<file path="config.mk">
export PLATFORM = sky130hd
export DESIGN_NAME = cpef_queue
export DESIGN_NICKNAME = d
export VERILOG_FILES = /design/src/rtl/core/cpef_queue.sv
export SDC_FILE = /design/constraint.sdc
export NUM_CORES = 1
export LEC_CHECK = 0
export ABC_AREA = 1
export BUFFER_PORTS_ARGS = -buffer_cell sky130_fd_sc_hd__buf_4
export CORE_ASPECT_RATIO = 1.25
export CORE_MARGIN = 1.5
export CORE_UTILIZATION = 30
export DETAILED_ROUTE_END_ITERATION = 16
export GPL_TIMING_DRIVEN = 1
export HOLD_SLACK_MARGIN = 0.15
export PLACE_DENSITY_LB_ADDON = 0.25
export SKIP_LAST_GASP = 1
export SLEW_MARGIN = 30
export SYNTH_ARGS = -nofsm -noshare
export SYNTH_HDL_FRONTEND = slang
export SYNTH_SLANG_ARGS = --single-unit
</file>
<file path="constraint.sdc">
create_clock -name clk_i -period 1.3 [get_ports clk_i]
set_input_delay 0.065 -clock clk_i [delete_from_list [all_inputs] [get_ports clk_i]]
set_output_delay 0.065 -clock clk_i [all_outputs]
set_load 0.02 [all_outputs]
</file>
<file path="src/rtl/core/cpef_queue.sv">
// two-entry request queue between front and back
module cpef_queue #(
  parameter int W = 8
) (
  input  logic         clk_i,
  input  logic         rst_ni,
  input  logic         push_valid_i,
  output logic         push_ready_o,
  input  logic [W-1:0] push_data_i,
  output logic         pop_valid_o,
  input  logic         pop_ready_i,
  output logic [W-1:0] pop_data_o
);

  logic [W-1:0] data_q [2];
  logic         wr_ptr_q;
  logic         rd_ptr_q;
  logic [1:0]   cnt_q, cnt_d;
  logic         push;
  logic         pop;

  assign push_ready_o = (cnt_q != 2'd2);
  assign pop_valid_o  = (cnt_q != 2'd0);
  assign pop_data_o   = data_q[rd_ptr_q];
  assign push         = push_valid_i && push_ready_o;
  assign pop          = pop_valid_o && pop_ready_i;

  always_comb begin
    cnt_d = cnt_q;
    if (push && !pop) begin
      cnt_d = cnt_q + 2'd1;
    end else if (pop && !push) begin
      cnt_d = cnt_q - 2'd1;
    end
  end

  always_ff @(posedge clk_i or negedge rst_ni) begin
    if (!rst_ni) begin
      wr_ptr_q <= 1'b0;
      rd_ptr_q <= 1'b0;
      cnt_q    <= 2'd0;
    end else begin
      cnt_q <= cnt_d;
      if (push) begin
        wr_ptr_q <= !wr_ptr_q;
      end
      if (pop) begin
        rd_ptr_q <= !rd_ptr_q;
      end
    end
  end

  always_ff @(posedge clk_i) begin
    if (push) begin
      data_q[wr_ptr_q] <= push_data_i;
    end
  end

endmodule

</file>
==> flow_summary.yaml <==
route:
  drtIter0Drc: 13
  drc: 0
  ant_nets: 0
  vias: 595
  wl_per_cell_um: 10.2
  vias_per_cell: 4.10
  wl_um: 1470
  first_pass_iters: 3
floorplanning:
  io_pins: 22
  die_w_um: 50.0
  die-area_um2: 3080
  core_area_um2: 2650
  start_util: 0.312
  rows: 21
  die_h_um: 61.7
grt:
  grt-ovfl-total: 0
  track_usage: 0.107
  grt_max_degree: 12
  grt_pass1_vias: 590
  antenna_found_initial: 0
  grt_pass1_wl_um: 2410
pwr:
  power_density_nw_per_um2: 2070
  vdd_drop_max_uv: 1100
  p_leak_nw: 0.550
critical_path:
  reg2regPathDepth: 8
  crit_family: "flip-flops"
  cp_cell_sequence: "inv_2 -> nand2_2 -> nand2_2 -> ha_4 -> inv_2 -> nand3_1 -> nand2_1 -> nand2_1"
  reg2reg_setup_slack_ns: 0.08
  crit_arrival_ns: 1.41
  crit_slowest_cell: "dfrtp_1"
  r2r_end: "cnt_q[1]"
  crit_type: "flip-flop to flip-flop"
  rr_startpoint: "cnt_q[1]"
  path_buf_inv: 2
  end_kind: "flip-flop"
  start_kind: "flip-flop"
  critPathMaxStageDelay_ns: 0.45
  path_max_fanout: 3
  critPathRequiredTime_ns: 1.49
timing:
  drv_slew: 0
  skew_ns: 0.00156
  relSlewSlack: 0.856
  fin_crit_sh: 0.940
  min_period_ns: 1.22
  finalHoldViolCount: 0
  rsz0062_at_grt: "no"
  setup_violations: 0
  fmax_mhz: 819
  worst_pin_slew_ns: 0.215
  setup_tns_ns: 0
synth:
  synthXorXnorAreaFrac: 0.0303
  yosysSeqAreaShare: 0.702
  ys_ff_latch: 20
  yosysWarnings: 0
  synth_cell_types: 14
  synth_cells: 70
  synthAdderAreaFrac: 0.0151
  yosys.area_share.simple: 0.207
  synth_mux_area_frac: 0
  syn_nets: 83
  synth-compound-area-share: 0
  syn_area_um2: 827
  synth_top_family_by_area: "simple AND/OR/NAND/NOR gates"
  avgSynthCellArea_um2: 11.8
cells_and_area:
  mostFrequentLayoutCell: "nand2_1"
  layout.nets: 125
  final_core_util: 0.460
  areaGrowthSynthToFinish_pct: 47.5
  drive_gt1_frac: 0.369
  final_cell_mix: "nand2_1 (30), buf_4 (25), edfxtp_1 (16), dlygate4sd3_1 (12), inv_2 (4)"
  n_fill_cell: 242
  diodes: 0
  design_area_um2: 1220
hold_path:
  min_from: "push_data_i[4]"
  hold_end: "data_q[1][4]"
  min_delay_path_depth: 2
  hold_path.class: "primary input to flip-flop"
clocking:
  tritoncts: "built"
  cts_htree_levels: 1
  ctsRootBufferMaster: "clkbuf_4"
  cts.path.max_buffers: 2
  clkTransAtPathRegs_ns: 0.11
  clk_latency_ns: 0.29
  cts_made_buffers: 3
  cts.sinks: 20
placement:
  dp_hpwl_um: 1040
  place_area_um2: 1050
  gp_congestion: 0.675
  io_buffers: 21
flow_run:
  max_cap_violations: 0
status:
  outcome: "complete, no violations"
==> power by group <==
part	internal (mW)	switching, mW
registers	0.895	0.0923
clock network	0.111	0.175
logic	0.545	0.705
==> routing by layer <==
| metal | share of wire | global-route usage |
|---|---|---|
| met1 | 0.44 | 0.112 |
| met2 | 0.51 | 0.206 |
| met3 | 0.038 | 0.0263 |
| met4 | 0.011 | 0.0476 |
| met5 | 0 | 0 |
==> metrics by stage <==
step	std cells	setup WS [ns]	total power [mW]	hold WS (ns)
2_1_floorplan	70	-0.0520	1.71	-0.231
3_3_place_gp	128	0.00365	2.14	-0.133
3_5_place_dp	128	-0.0258	2.16	-0.132
4_1_cts	144	0.00513	2.51	0.488
5_1_grt	145	0.0150	2.69	0.487
6_report	145	0.0785	2.52	0.499
==> state kept, by name, summed over array words and instances (netlist names) <==
signal    count
cnt_q         2
wr_ptr_q      1
data_q       16
rd_ptr_q      1
==> timing repair <==
action                                  in CTS  in global routing
buffers inserted                             0                  1
endpoints found under the hold margin       22                  0
endpoints found under the setup margin       1                  9
hold buffers                                12                  0
pin swaps                                    1                  2
gates resized for setup                      1                  5
==> area by class of cell <==
type	count	area [um2]	area share
Timing Repair Buffer	38	319	0.262
Tap cell	34	42.5	0.0349
Sequential cell	20	582	0.477
Clock buffer	3	22.5	0.0185
Inverter	7	28.8	0.0236
Multi-Input combinational cell	42	221	0.182
Clock inverter	1	3.75	0.00308
==> worst max path at each step <==
| stage | from | endpoint | slack [ns] | depth (start not counted) |
|---|---|---|---|---|
| after floorplan | cnt_q[0] | data_q[0][0] | -0.05 | 4 |
| after global placement | cnt_q[0] | cnt_q[1] | 0.004 | 9 |
| after detailed placement | cnt_q[0] | cnt_q[1] | -0.03 | 9 |
| after CTS | rd_ptr_q | pop_data_o[5] | 0.005 | 4 |
| after global routing | rd_ptr_q | pop_data_o[7] | 0.01 | 4 |
| final | cnt_q[1] | cnt_q[1] | 0.08 | 8 |
==> cell families after synthesis <==
family	after synthesis
XOR/XNOR	2
adder cells (fa/ha/maj)	1
buffers and inverters	8
AND/OR/NAND/NOR	39
flip-flops	20
==> cells in the mapped netlist <==
| master | n | area, um2 |
|---|---|---|
| buf_6 | 1 | 11.3 |
| dfrtp_1 | 4 | 100 |
| edfxtp_1 | 16 | 480 |
| ha_1 | 1 | 12.5 |
| inv_1 | 4 | 15.0 |
| inv_2 | 3 | 11.3 |
| nand2_1 | 30 | 113 |
| nand2_2 | 2 | 12.5 |
| nand2_4 | 2 | 22.5 |
| nand3_1 | 2 | 10.0 |
| nand4_1 | 1 | 6.26 |
| nor2_1 | 2 | 7.51 |
| xnor2_1 | 1 | 8.76 |
| xor2_2 | 1 | 16.3 |
(Power assumes the default switching activity.)
