$ cat src/rtl/core/cpef_pkg.sv
// shared types and constants of the column profile edge finder
package cpef_pkg;

  localparam int PIX_W      = 8;
  localparam int SUM_W      = 18;
  localparam int EDGE_W     = 10;
  localparam int DIM_W      = 11;
  localparam int THR_W      = 16;
  localparam int CFG_IDX_W  = 2;
  localparam int CFG_DATA_W = 16;

  localparam logic [DIM_W-1:0] RST_IMAGE_WIDTH  = 11'd640;
  localparam logic [DIM_W-1:0] RST_IMAGE_HEIGHT = 11'd480;
  localparam logic [THR_W-1:0] RST_THRESHOLD    = 16'd160;

  typedef enum logic [CFG_IDX_W-1:0] {
    CFG_IMAGE_WIDTH  = 2'd0,
    CFG_IMAGE_HEIGHT = 2'd1,
    CFG_THRESHOLD    = 2'd2
  } cfg_reg_e;

  typedef enum logic [2:0] {
    B_RUN,
    B_REF,
    B_LIMIT,
    B_SETUP,
    B_SCAN,
    B_DONE
  } back_state_e;

  typedef struct packed {
    logic start;
    logic eof;
  } pix_ctl_t;

  typedef struct packed {
    logic [EDGE_W-1:0] left_edge;
    logic              left_found;
    logic [EDGE_W-1:0] right_edge;
    logic              right_found;
  } result_t;

endpackage

$ cat src/rtl/core/cpef_front.sv
// raster position tracking and pixel classification
module cpef_front #(
  parameter int MAX_COLUMNS = 1024,
  parameter int MAX_ROWS    = 1024
) (
  input  logic                                    clk_i,
  input  logic                                    rst_ni,
  input  logic                                    accept_i,
  input  logic [$clog2(MAX_COLUMNS+1)-1:0]        width_i,
  input  logic [$clog2(MAX_ROWS+1)-1:0]           height_i,
  output logic [$clog2(MAX_COLUMNS)-1:0]          col_o,
  output cpef_pkg::pix_ctl_t                      ctl_o
);

  localparam int XW = $clog2(MAX_COLUMNS);
  localparam int AW = XW + 1;
  localparam int YW = (MAX_ROWS > 1) ? $clog2(MAX_ROWS) : 1;
  localparam int RW = YW + 1;

  logic [XW-1:0] col_pos_q, col_pos_d;
  logic [YW-1:0] row_pos_q, row_pos_d;
  logic [XW-1:0] col;
  logic          more_cols;
  logic          more_rows;

  always_comb begin
    if (AW'(col_pos_q) >= AW'(width_i)) begin
      col = XW'(width_i - 1'b1);
    end else begin
      col = col_pos_q;
    end
    more_cols = (AW'(col) + AW'(1)) < AW'(width_i);
    more_rows = (RW'(row_pos_q) + RW'(1)) < RW'(height_i);

    col_pos_d = col_pos_q;
    row_pos_d = row_pos_q;
    if (accept_i) begin
      if (more_cols) begin
        col_pos_d = col + XW'(1);
      end else begin
        col_pos_d = '0;
        row_pos_d = more_rows ? (row_pos_q + YW'(1)) : '0;
      end
    end
  end

  assign col_o       = col;
  assign ctl_o.start = (col == '0) && (row_pos_q == '0);
  assign ctl_o.eof   = !more_cols && !more_rows;

  always_ff @(posedge clk_i or negedge rst_ni) begin
    if (!rst_ni) begin
      col_pos_q <= '0;
      row_pos_q <= '0;
    end else begin
      col_pos_q <= col_pos_d;
      row_pos_q <= row_pos_d;
    end
  end

endmodule

$ cat config.mk
export PLATFORM = sky130hd
export DESIGN_NAME = cpef_front
export DESIGN_NICKNAME = d
export VERILOG_FILES = /design/src/rtl/core/cpef_pkg.sv /design/src/rtl/core/cpef_front.sv
export SDC_FILE = /design/constraint.sdc
export NUM_CORES = 1
export LEC_CHECK = 0
export BUFFER_PORTS_ARGS = -buffer_cell sky130_fd_sc_hd__buf_2
export CELL_PAD_IN_SITES_DETAIL_PLACEMENT = 1
export CELL_PAD_IN_SITES_GLOBAL_PLACEMENT = 1
export CORE_ASPECT_RATIO = 0.8
export CORE_UTILIZATION = 47
export CTS_CLUSTER_DIAMETER = 120
export DETAILED_ROUTE_END_ITERATION = 16
export MAX_ROUTING_LAYER = met4
export PLACE_DENSITY = 0.93
export SLEW_MARGIN = 10
export SYNTH_ARGS = -nofsm -noshare
export SYNTH_HDL_FRONTEND = slang
export SYNTH_SLANG_ARGS = --single-unit
$ cat constraint.sdc
create_clock -name clk_i -period 8 [get_ports clk_i]
set_input_delay 0.4 -clock clk_i [delete_from_list [all_inputs] [get_ports clk_i]]
set_output_delay 0.4 -clock clk_i [all_outputs]
set_load 0.01 [all_outputs]
==> impl_metrics.csv, run 1 <==
group,metric,value,unit
routing,drt_pass1_iterations,4,
synth,postSynthCellCount,326,
die,floorplan.core_area,0.005151,sq mm
cells_and_area,multiInputGateArea,0.001898,sq mm
power_and_ir_drop,seq_power_share,0.249,
die,i_o_pins,37,
synth,synth.avg_cell_area,7.952,sq um
timing,finalMaxSlewViolations,0,
worst_setup_path,cpPeakStageDelay,0.71,ns
hold_path,hold_path_class,"primary input to asynchronous set/reset pin",
power_and_ir_drop,combPwrFrac,0.654,
timing,rsz0062_at_grt,"false",
die,start_util,0.5033,
power_and_ir_drop,cellPowerDensity,294.2,mW/mm^2
placed_design,dp.final_hpwl,6717,um
grt,wire_length_of_the_first_global_routing_pass,13810,um
clock_network,cts_tree,"yes",
die,design.die.area,0.005819,sq mm
worst_setup_path,cp_top_family,"compound AO/OA/AOI/OAI gates",
routing,postRouteAntennaNets,0,
timing,totalNegativeSetupSlack,0,ns
die,core.rowCount,23,
grt,grt_antenna_before_repair,0,
power_and_ir_drop,switching_power,0.4400,mW
timing,slew_at_the_pin_closest_to_its_max_slew_limit,0.8900,ns
synth,yosysSeqAreaShare,0.1931,
timing,setup_viol,0,
synth,synthDistinctLibCells,56,
status,outcome,"complete, no violations",
power_and_ir_drop,netSwitchingFraction,0.5234,
timing,timing.clock.skew,0.01341,ns
placed_design,post-place-cells,415,
clock_network,tritoncts_buffers,3,
worst_setup_path,cp_slowest_cell,"o21ai_2",
worst_setup_path,r2r-end,"row_pos_q[5]$_DFFE_PN0P_",
worst_setup_path,timing.critical_path.fanout_max,21,
worst_setup_path,required,7.60,ns
clock_network,h-tree-depth,1,
power_and_ir_drop,p_leak,1.389,nW
cells_and_area,areaGrowthSynthToFinish,10.23,%
synth,yosysWarnings,0,
grt,gr-total-overflow,0,
grt,vias_in_the_first_global_route,2597,
cells_and_area,layout.filler_cells,662,
cells_and_area,drive_gt1_frac,0.1541,
timing,final_hold_viol_count,0,
worst_setup_path,endpoint_kind,"primary output",
synth,synth-seq-cells,20,
clock_network,cts.repair_timing.setup_buffer_count,0,
routing,route.detailed.vias_per_inst,6.427,
clock_network,cts_resized,0,
worst_setup_path,critPathKind,"flop to primary output",
timing,clock.fmax,155.0,MHz
worst_setup_path,worst_ep_arrival_time,6.05,ns
power_and_ir_drop,internal-power,0.4007,mW
placed_design,finalWeightedCongestion,1.011,
routing,route.detailed.wl_per_inst,20.88,um
timing,ratio_of_final_minimum_period_to_clock_period,0.8062,
routing,routed_wl,8749,um
worst_setup_path,worst_reg2reg_path_length_in_cells,21,
synth,synth_nets,386,
synth,synth-async-reset-ratio,1.000,
clock_network,cts.clk_slew.worst_paths,0.08,ns
worst_setup_path,crit_chain,"inv_1 -> ha_1 -> nand2b_4 -> a2111oi_4 -> o31a_1 -> o21ai_2 -> o21ai_0 -> inv_1 -> ha_1 -> and2_1 -> o211ai_1 -> a221oi_2 -> xnor2_1 -> ha_1 -> a21oi_1 -> o21ai_0 -> a2111oi_0 -> o311a_1 -> nor2_1 -> buf_2",
clock_network,clock_tree.root_cell,"clkbuf_8",
synth,synth_edf_count,0,
worst_setup_path,register_to_register_setup_slack,1.74,ns
power_and_ir_drop,ir_worst_vdd,0.1608,mV
grt,grt_max_degree,22,
placed_design,io_buffers,36,
routing,via_count,2693,
cells_and_area,final_cell_count_no_fill,419,
grt,gr-usage-all-layers,0.3226,
routing,drt_iter0_markers,222,
worst_setup_path,r2r_start,"col_pos_q[0]$_DFFE_PN0P_",
cells_and_area,antenna_cells_inserted,0,
clock_network,cts_buffer_depth,2,
worst_setup_path,count_of_buffer_and_inverter_cells_on_the_critical_path,3,
clock_network,tritoncts_num_sinks,20,
die,die-width,85.04,um
die,chipHeight,68.43,um
power_and_ir_drop,p_clk_frac,0.097,
cells_and_area,regArea,500.5,sq um
synth,synth.cell_area,0.002592,sq mm
run,max-cap-violations,0,
worst_setup_path,cp-start-kind,"flop",
cells_and_area,total_nets_final,418,
synth,postSynth.topFlopCell,"dfrtp_1",
timing,final.min_clock_period,6.450,ns
clock_network,clock_latency,0.28,ns
timing,timing.max_slew.rel_slack,0.4066,
clock_network,holdBufCountCts,0,
routing,route.detailed.drc,0,
worst_setup_path,crit_path_frequent_cell,"ha_1",
==> cell type report <==
class / count / share of cell area
Tap cell: 62 / 0.02715
Clock buffer: 4 / 0.01926
Sequential cell: 20 / 0.1751
Inverter: 37 / 0.04860
Multi-Input combinational cell: 259 / 0.6642
Timing Repair Buffer: 37 / 0.06567
==> metal layers <==
metal / share of wire / track usage
met3: 0.076 / 0.05549
met1: 0.45 / 0.4196
met4: 0.012 / 0.05085
met2: 0.47 / 0.5413
met5: 0 / -
==> worst max-delay path by stage <==
stage                                         from  cells past startpoint                  endpoint  slack (ns)
after global routing      col_pos_q[0]$_DFFE_PN0P_                     20                  ctl_o[0]        1.07
after floorplan           col_pos_q[0]$_DFFE_PN0P_                     25  row_pos_q[1]$_DFFE_PN0P_        2.71
final                     col_pos_q[0]$_DFFE_PN0P_                     20                  ctl_o[0]        1.55
after CTS                 col_pos_q[0]$_DFFE_PN0P_                     20                  ctl_o[0]        1.67
after global placement                  width_i[3]                     21  row_pos_q[1]$_DFFE_PN0P_        2.12
after detailed placement                width_i[3]                     22  row_pos_q[1]$_DFFE_PN0P_        1.91
==> Yosys cell counts (3+ instances only) <==
cell type / instances / area [sq um]
and2_1: 4 / 25.02
o21ai_0: 19 / 95.09
o21a_1: 3 / 22.52
nand4_1: 6 / 37.54
and3_1: 8 / 50.05
nand2_1: 26 / 97.59
a21oi_1: 16 / 80.08
nor3_1: 9 / 45.04
nor2_1: 21 / 78.83
a22o_1: 9 / 78.83
xor2_1: 7 / 61.31
clkbuf_1: 3 / 11.26
nand3_1: 16 / 80.08
ha_1: 35 / 437.9
dfrtp_1: 20 / 500.5
a21o_1: 5 / 37.54
nand2b_1: 4 / 25.02
o211ai_1: 3 / 22.52
inv_1: 37 / 138.9
mux2i_1: 5 / 50.05
buf_2: 5 / 25.02
a31o_2: 4 / 35.03
xnor2_1: 19 / 166.4
==> power groups by stage <==
stage | Combinational, mW | Clock [mW] | Sequential, mW
final | 0.550 | 0.0812 | 0.210
after global routing | 0.602 | 0.0856 | 0.214
after CTS | 0.542 | 0.0819 | 0.208
after detailed placement | 0.532 | 0 | 0.207
after global placement | 0.495 | 0 | 0.202
after floorplan | 0.388 | 0 | 0.175
==> cell usage in the layout, fill, tap and decap left out, types with 4 or more instances in the layout <==
cell type	instances
inv_1	37
buf_2	36
ha_1	35
nand2_1	26
nor2_1	21
dfrtp_1	20
xnor2_1	19
o21ai_0	19
nand3_1	16
a21oi_1	16
nor3_1	9
a22o_1	9
and3_1	8
xor2_1	7
nand4_1	6
a21o_1	5
mux2i_1	5
nand2b_1	4
a31o_2	4
and2_1	4
clkbuf_8	4
==> sequential cells by signal, summed over array words and instances (netlist names) <==
register / count
col_pos_q: 10
row_pos_q: 10
==> worst register-to-register path: stages (launching register included) <==
cell	delay, ns
dfrtp_1	0.47
inv_1	0.12
ha_1	0.29
nand2b_4	0.12
a2111oi_4	0.08
o31a_1	0.36
o21ai_2	0.71
o21ai_0	0.33
inv_1	0.16
ha_1	0.41
and2_1	0.24
o211ai_1	0.15
a221oi_2	0.30
xnor2_1	0.19
ha_1	0.31
a21oi_1	0.19
o21ai_0	0.14
a2111oi_0	0.42
o311a_1	0.48
nand2b_1	0.40
a21oi_1	0.13
o22ai_1	0.17
==> cell families after synthesis <==
logic type / Yosys count / share of synthesized area
flops: 20 / 0.1931
xor+xnor: 26 / 0.08784
compound gates: 81 / 0.2235
mux: 5 / 0.01931
buf+inv: 47 / 0.07480
fa+ha+maj: 35 / 0.1689
simple gates: 112 / 0.2326
==> metrics by stage <==
step                      setup slack, ns  total power [mW]  utilization  instance area, sq um  hold slack [ns]
final                               1.550            0.8407       0.5548                  2858          0.06366
after floorplan                     2.713            0.5634            -                  2592           0.1044
after global routing                1.066            0.9018       0.5548                  2858          0.09931
after CTS                           1.670            0.8319       0.5548                  2858          0.07665
after detailed placement            1.909            0.7389       0.5441                  2803           0.3677
after global placement              2.124            0.6970       0.5441                  2803           0.3589
Power figures use the tool's default switching activity.
==> inputs of run 2 (changes only) <==
- ABC_AREA: unset -> 1
- CORE_UTILIZATION: 47 -> 38
- PLACE_DENSITY: 0.93 -> 0.83
- clock period: 8 -> 5.9 ns (I/O delays scaled with it)
==> run 2 against run 1 <==
  * Clock-buffer cell count down 1
  * Total power up 19%
  * Worst setup slack worse by 0.14 ns
  * Critical path type unchanged
  * Largest cell class unchanged
  * Highest routed layer unchanged
==> impl_metrics.csv, run 2 <==
group,metric,value,unit
placed_design,io_buffers,36,
clock_network,cts_tree,"yes",
clock_network,cts.clk_slew.worst_paths,0.09,ns
timing,final_hold_viol_count,0,
grt,wire_length_of_the_first_global_routing_pass,12430,um
grt,gr-usage-all-layers,0.2257,
power_and_ir_drop,ir_worst_vdd,0.1413,mV
worst_setup_path,critPathKind,"flop to primary output",
cells_and_area,layout_common_cells,"nand2_1 (103), inv_1 (57), buf_2 (36)",
status,outcome,"complete, no violations",
synth,yosysSeqAreaShare,0.1921,
synth,synth_nets,430,
worst_setup_path,crit_chain,"inv_1 -> ha_1 -> inv_1 -> nor2_1 -> nand2_2 -> nor2_2 -> nor2_2 -> nand2_4 -> o21ai_0 -> inv_1 -> nand3_1 -> and2_1 -> ha_1 -> nand2_1 -> inv_1 -> nand3_1 -> inv_1 -> a21oi_1 -> a21oi_1 -> buf_2",
worst_setup_path,endpoint_kind,"primary output",
worst_setup_path,worst_ep_arrival_time,4.19,ns
routing,route.detailed.drc,0,
timing,totalNegativeSetupSlack,0,ns
timing,clock.fmax,222.9,MHz
die,chipHeight,76.06,um
synth,synth.avg_cell_area,7.041,sq um
synth,synth.area.top_cells,"dfrtp_1 (19%), ha_1 (17%), nand2_1 (15%)",
timing,timing.max_slew.rel_slack,0.5359,
die,die-width,94.57,um
clock_network,clock_latency,0.27,ns
placed_design,post-place-cells,485,
die,design.die.area,0.007193,sq mm
run,max-cap-violations,0,
grt,vias_in_the_first_global_route,2544,
synth,synth-async-reset-ratio,1.000,
timing,timing.clock.skew,0.01319,ns
timing,setup_viol,0,
timing,rsz0062_at_grt,"false",
timing,slew_at_the_pin_closest_to_its_max_slew_limit,0.6954,ns
cells_and_area,mostFrequentLayoutCell,"nand2_1",
worst_setup_path,cp-start-kind,"flop",
grt,grt_antenna_before_repair,0,
clock_network,tritoncts_num_sinks,20,
synth,yosys.area.top_type_share,0.1921,
routing,route.detailed.wl_per_inst,15.03,um
power_and_ir_drop,design_power_total,0.9992,mW
die,start_util,0.4004,
cells_and_area,areaGrowthSynthToFinish,12.06,%
placed_design,placed_instance_area,0.002838,sq mm
placed_design,dp.final_hpwl,6175,um
placed_design,finalWeightedCongestion,0.8968,
synth,synth_top_cells_by_count,"nand2_1 (103), inv_1 (57), ha_1 (35), nand3_1 (21), dfrtp_1 (20)",
routing,postRouteAntennaNets,0,
synth,synth_edf_count,0,
clock_network,tritoncts_buffers,3,
routing,route.detailed.vias_per_inst,5.090,
routing,routed_wl,7364,um
cells_and_area,postLayoutCellArea,0.002919,sq mm
synth,postSynthCellCount,370,
grt,gr-total-overflow,0,
worst_setup_path,crit_path_frequent_cell,"inv_1",
power_and_ir_drop,cellPowerDensity,342.3,mW/mm^2
clock_network,cts_resized,0,
routing,drt_iter0_markers,112,
cells_and_area,total_nets_final,467,
cells_and_area,final_cell_count_no_fill,490,
timing,final.min_clock_period,4.485,ns
hold_path,hold_path_class,"primary input to flop",
routing,drt_pass1_iterations,4,
clock_network,clock_tree.root_cell,"clkbuf_8",
die,floorplan.core_area,0.006506,sq mm
timing,finalMaxSlewViolations,0,
grt,grt_max_degree,21,
worst_setup_path,cpPeakStageDelay,0.53,ns
worst_setup_path,required,5.61,ns
synth,synth.cell_area,0.002605,sq mm
die,core.rowCount,26,
power_and_ir_drop,p_leak,1.651,nW
timing,ratio_of_final_minimum_period_to_clock_period,0.7602,
synth,library_cell_occupying_the_most_area_in_the_post_synthesis_netlist,"dfrtp_1",
routing,via_count,2494,
clock_network,cts.repair_timing.setup_buffer_count,0,
synth,yosysMostFrequentCell,"nand2_1",
synth,synthDistinctLibCells,32,
cells_and_area,drive_gt1_frac,0.2266,
timing,final.hold.worst_slack,0.2894,ns
die,i_o_pins,37,
synth,synth-seq-cells,20,
cells_and_area,layout_top_registers,"col_pos_q x10, row_pos_q x10",
worst_setup_path,cp_top_family,"simple AND/OR/NAND/NOR gates",
cells_and_area,antenna_cells_inserted,0,
clock_network,cts_buffer_depth,2,
clock_network,h-tree-depth,1,
worst_setup_path,cp_slowest_cell,"nor2_2",
worst_setup_path,count_of_buffer_and_inverter_cells_on_the_critical_path,6,
synth,postSynth.topFlopCell,"dfrtp_1",
synth,yosysWarnings,0,
worst_setup_path,timing.critical_path.fanout_max,12,
run 2: timing repair:
action | in CTS | in global routing
endpoints found under the hold margin | 12 | 0
setup endpoints to repair | 0 | 0
hold buffers | 1 | 0
run 2: worst paths after layout:
path,endpoint,slack [ns],startpoint,depth (start not counted)
worst max-delay path,ctl_o[0],1.41,col_pos_q[0]$_DFFE_PN0P_,20
worst min-delay path,col_pos_q[4]$_DFFE_PN0P_,0.29,accept_i,2
worst max register to register,row_pos_q[8]$_DFFE_PN0P_,1.65,col_pos_q[0]$_DFFE_PN0P_,22
worst min register to register,row_pos_q[9]$_DFFE_PN0P_,0.50,row_pos_q[9]$_DFFE_PN0P_,2
max in group asynchronous,row_pos_q[9]$_DFFE_PN0P_,5.04,rst_ni,2
min in group asynchronous,row_pos_q[6]$_DFFE_PN0P_,0.51,rst_ni,2
run 2: kinds of logic (layout without fill, tap and decap cells):
group	Yosys count	after routing	synth area share
and+or+nand+nor	200	200	0.3996
buffers and inverters	68	104	0.1124
adders and majority gates	35	35	0.1681
AOI/OAI and AO/OA	33	33	0.08069
DFF	20	20	0.1921
xor gates and xnor gates	14	14	0.04707
run 2: cell type report:
class | instances | area (sq um)
Fill cell | 872 | 3587
Timing Repair Buffer | 38 | 197.7
Clock buffer | 3 | 41.29
Inverter | 62 | 232.7
Clock inverter | 1 | 30.03
Multi-Input combinational cell | 282 | 1812
Sequential cell | 20 | 500.5
Tap cell | 84 | 105.1
run 2: metal layers:
metal / track usage / up-vias / wire length (um)
met4: 0.02879 / 0 / 63
met2: 0.3572 / 38 / 3289
met1: 0.3136 / 1203 / 3739
met3: 0.03194 / 8 / 272
li1: - / 1245 / -
met5: - / - / 0
run 2: worst register-to-register path, stage by stage (launching register included):
cell and delay [ns]:
dfrtp_1 0.42, inv_1 0.08, ha_1 0.27, inv_1 0.05, nor2_1 0.07, nand2_2 0.08, nor2_2 0.04, nor2_2 0.53
nand2_4 0.25, o21ai_0 0.52, inv_1 0.16, nand3_1 0.14, and2_1 0.13, ha_1 0.24, nand2_1 0.08, inv_1 0.04
nand3_1 0.10, inv_1 0.06, a21oi_1 0.32, nand2_4 0.13, nand2_4 0.26, nand2_1 0.13, o21ai_2 0.07
run 2: power by group:
part / leakage [nW] / switching, mW / internal, mW
clock network: 0.0357 / 0.0520 / 0.0908
registers: 0.266 / 0.0406 / 0.171
logic: 1.35 / 0.411 / 0.234
run 2: stage by stage:
| step | utilization | setup slack (ns) |
|---|---|---|
| floorplan | - | 2.476 |
| global placement | 0.4362 | 1.717 |
| detailed placement | 0.4362 | 1.545 |
| CTS | 0.4487 | 1.450 |
| global route | 0.4487 | 1.170 |
| finish | 0.4487 | 1.415 |
==> inputs of run 3 (changes only) <==
- CORE_UTILIZATION: 38 -> 42
- PLACE_DENSITY: 0.83 -> 0.87
- clock period: 5.9 -> 4.4 ns (I/O delays scaled with it)
==> run 3 against run 2 <==
  * Sequential share of layout area about the same
  * Global-route usage increased by 2.1 points
  * Flip-flop and latch count did not move
  * Combinational power increased by 37%
  * Final cell count fell by 0.61%
  * Non-clock buffer count increased by 1
  * Routed wire length increased by 1.3%
  * Utilization increased by 4.2 points
  * Largest cell class unchanged
  * Largest power group unchanged
==> impl_metrics.csv, run 3 (synthesized netlist as in run 2, its figures left out) <==
group,metric,value,unit
clock_network,cts.clk_slew.worst_paths,0.08,ns
die,die-width,90.05,um
worst_setup_path,crit_chain,"ha_1 -> inv_1 -> nor2_1 -> nand3_1 -> inv_1 -> nand2_4 -> nand2_8 -> nand2_1 -> nand2_2 -> ha_1 -> nand2_2 -> nor2_4 -> nand4_1 -> nand2_1 -> inv_1 -> ha_1 -> a21oi_1 -> o21ai_0 -> a21oi_2 -> a21oi_1 -> buf_2",
worst_setup_path,worst_reg2reg_path_length_in_cells,24,
cells_and_area,mostFrequentLayoutCell,"nand2_1",
cells_and_area,areaGrowthSynthToFinish,11.91,%
routing,postRouteAntennaNets,0,
cells_and_area,total_nets_final,468,
timing,minimum_setup_slack_in_the_final_design,0.3395,ns
worst_setup_path,register_to_register_setup_slack,0.55,ns
timing,rsz0062_at_grt,"false",
worst_setup_path,critical_path_cell_count,21,
placed_design,io_buffers,36,
worst_setup_path,cp_slowest_cell,"dfrtp_1",
grt,grt_max_degree,21,
cells_and_area,regArea,500.5,sq um
clock_network,cts_tree,"yes",
power_and_ir_drop,cellPowerDensity,441.7,mW/mm^2
routing,route.detailed.vias_per_inst,5.181,
placed_design,finalWeightedCongestion,0.8617,
power_and_ir_drop,ir_worst_vdd,0.2922,mV
timing,finalMaxSlewViolations,0,
worst_setup_path,critPathKind,"flop to primary output",
routing,route.detailed.wl_per_inst,15.32,um
clock_network,cts.repair_timing.setup_buffer_count,0,
worst_setup_path,r2r-end,"row_pos_q[3]$_DFFE_PN0P_",
die,chipHeight,72.44,um
routing,route.detailed.drc,0,
worst_setup_path,cp-start-kind,"flop",
worst_setup_path,cp_top_family,"simple AND/OR/NAND/NOR gates",
cells_and_area,layout.filler_cells,827,
clock_network,h-tree-depth,1,
routing,routed_wl,7463,um
timing,totalNegativeSetupSlack,0,ns
worst_setup_path,r2r_start,"col_pos_q[9]$_DFFE_PN0P_",
worst_setup_path,count_of_buffer_and_inverter_cells_on_the_critical_path,4,
die,i_o_pins,37,
clock_network,tritoncts_buffers,3,
cells_and_area,layout_common_cells,"nand2_1 (103), inv_1 (57), buf_2 (36)",
grt,gr-usage-all-layers,0.2471,
timing,setup_viol,0,
placed_design,dp.final_hpwl,6230,um
cells_and_area,multiInputGateArea,0.001834,sq mm
die,floorplan.core_area,0.005943,sq mm
grt,gr-total-overflow,0,
power_and_ir_drop,p_leak,1.658,nW
hold_path,hold_path_class,"primary input to flop",
die,start_util,0.4383,
grt,wire_length_of_the_first_global_routing_pass,12560,um
timing,final.min_clock_period,4.061,ns
timing,ratio_of_final_minimum_period_to_clock_period,0.9229,
run,max-cap-violations,0,
worst_setup_path,worst_setup_path_startpoint,"col_pos_q[9]$_DFFE_PN0P_",
status,outcome,"complete, no violations",
cells_and_area,layout_top_registers,"col_pos_q x10, row_pos_q x10",
grt,grt_antenna_before_repair,0,
worst_setup_path,critPathCapture,"ctl_o[0]",
worst_setup_path,cpPeakStageDelay,0.43,ns
die,core.rowCount,25,
grt,vias_in_the_first_global_route,2648,
routing,drt_pass1_iterations,4,
worst_setup_path,endpoint_kind,"primary output",
routing,via_count,2523,
clock_network,clock_tree.root_cell,"clkbuf_8",
worst_setup_path,worst_ep_arrival_time,3.84,ns
timing,slew_at_the_pin_closest_to_its_max_slew_limit,0.5083,ns
worst_setup_path,timing.critical_path.fanout_max,12,
clock_network,clock_latency,0.26,ns
timing,timing.clock.skew,0.006862,ns
clock_network,cts_buffer_depth,2,
timing,final_hold_viol_count,0,
routing,drt_iter0_markers,120,
timing,clock.fmax,246.3,MHz
cells_and_area,antenna_cells_inserted,0,
timing,timing.max_slew.rel_slack,0.6611,
clock_network,tritoncts_num_sinks,20,
placed_design,minimum_setup_slack_after_placement,0.2743,ns
worst_setup_path,required,4.18,ns
die,design.die.area,0.006523,sq mm
cells_and_area,drive_gt1_frac,0.2291,
## run 3: what timing repair did
action | in CTS | in global routing
endpoints found under the setup margin | 0 | 6
resized for setup | 0 | 4
hold endpoints to repair | 20 | 0
hold buffers | 1 | 0
## run 3: where the power goes
group	internal (mW)	total, mW	switching (mW)
logic	0.320	0.881	0.562
registers	0.230	0.281	0.0516
clock network	0.0611	0.125	0.0642
total	0.610	1.29	0.677
## run 3: final cells by class
type / count / share of cell area
Clock buffer: 3 / 0.01416
Inverter: 62 / 0.07983
Multi-Input combinational cell: 282 / 0.6292
Sequential cell: 20 / 0.1717
Tap cell: 81 / 0.03476
Timing Repair Buffer: 39 / 0.07039
## run 3: per-stage QoR
stage / cell area, sq um / std cells / util / hold slack [ns] / total power, mW
after global placement: 2841 / 483 / 0.4781 / 0.2054 / 1.100
after floorplan: 2605 / 370 / - / -0.07559 / 0.9051
after detailed placement: 2841 / 483 / 0.4781 / 0.2260 / 1.148
after CTS: 2893 / 487 / 0.4867 / 0.2295 / 1.285
after global routing: 2915 / 487 / 0.4905 / 0.2396 / 1.406
final: 2915 / 487 / 0.4905 / 0.2329 / 1.288
## run 3: routing by layer
layer / share of wire / up-vias / routed length (um) / track usage
met5: 0 / - / 0 / -
met4: 0.0043 / 0 / 32 / 0.02151
met3: 0.033 / 7 / 243 / 0.03354
met2: 0.47 / 51 / 3533 / 0.4309
met1: 0.49 / 1210 / 3654 / 0.3194
li1: - / 1255 / - / -
## run 3: how the worst min path moves through the flow
stage                          endpoint  slack, ns  depth (start not counted)  startpoint
6_report       col_pos_q[4]$_DFFE_PN0P_       0.23                          2    accept_i
3_3_place_gp   row_pos_q[2]$_DFFE_PN0P_       0.21                          1      rst_ni
4_1_cts        col_pos_q[4]$_DFFE_PN0P_       0.23                          2    accept_i
2_1_floorplan  col_pos_q[0]$_DFFE_PN0P_      -0.08                          0      rst_ni
5_1_grt        col_pos_q[4]$_DFFE_PN0P_       0.24                          2    accept_i
3_5_place_dp   row_pos_q[2]$_DFFE_PN0P_       0.23                          1      rst_ni
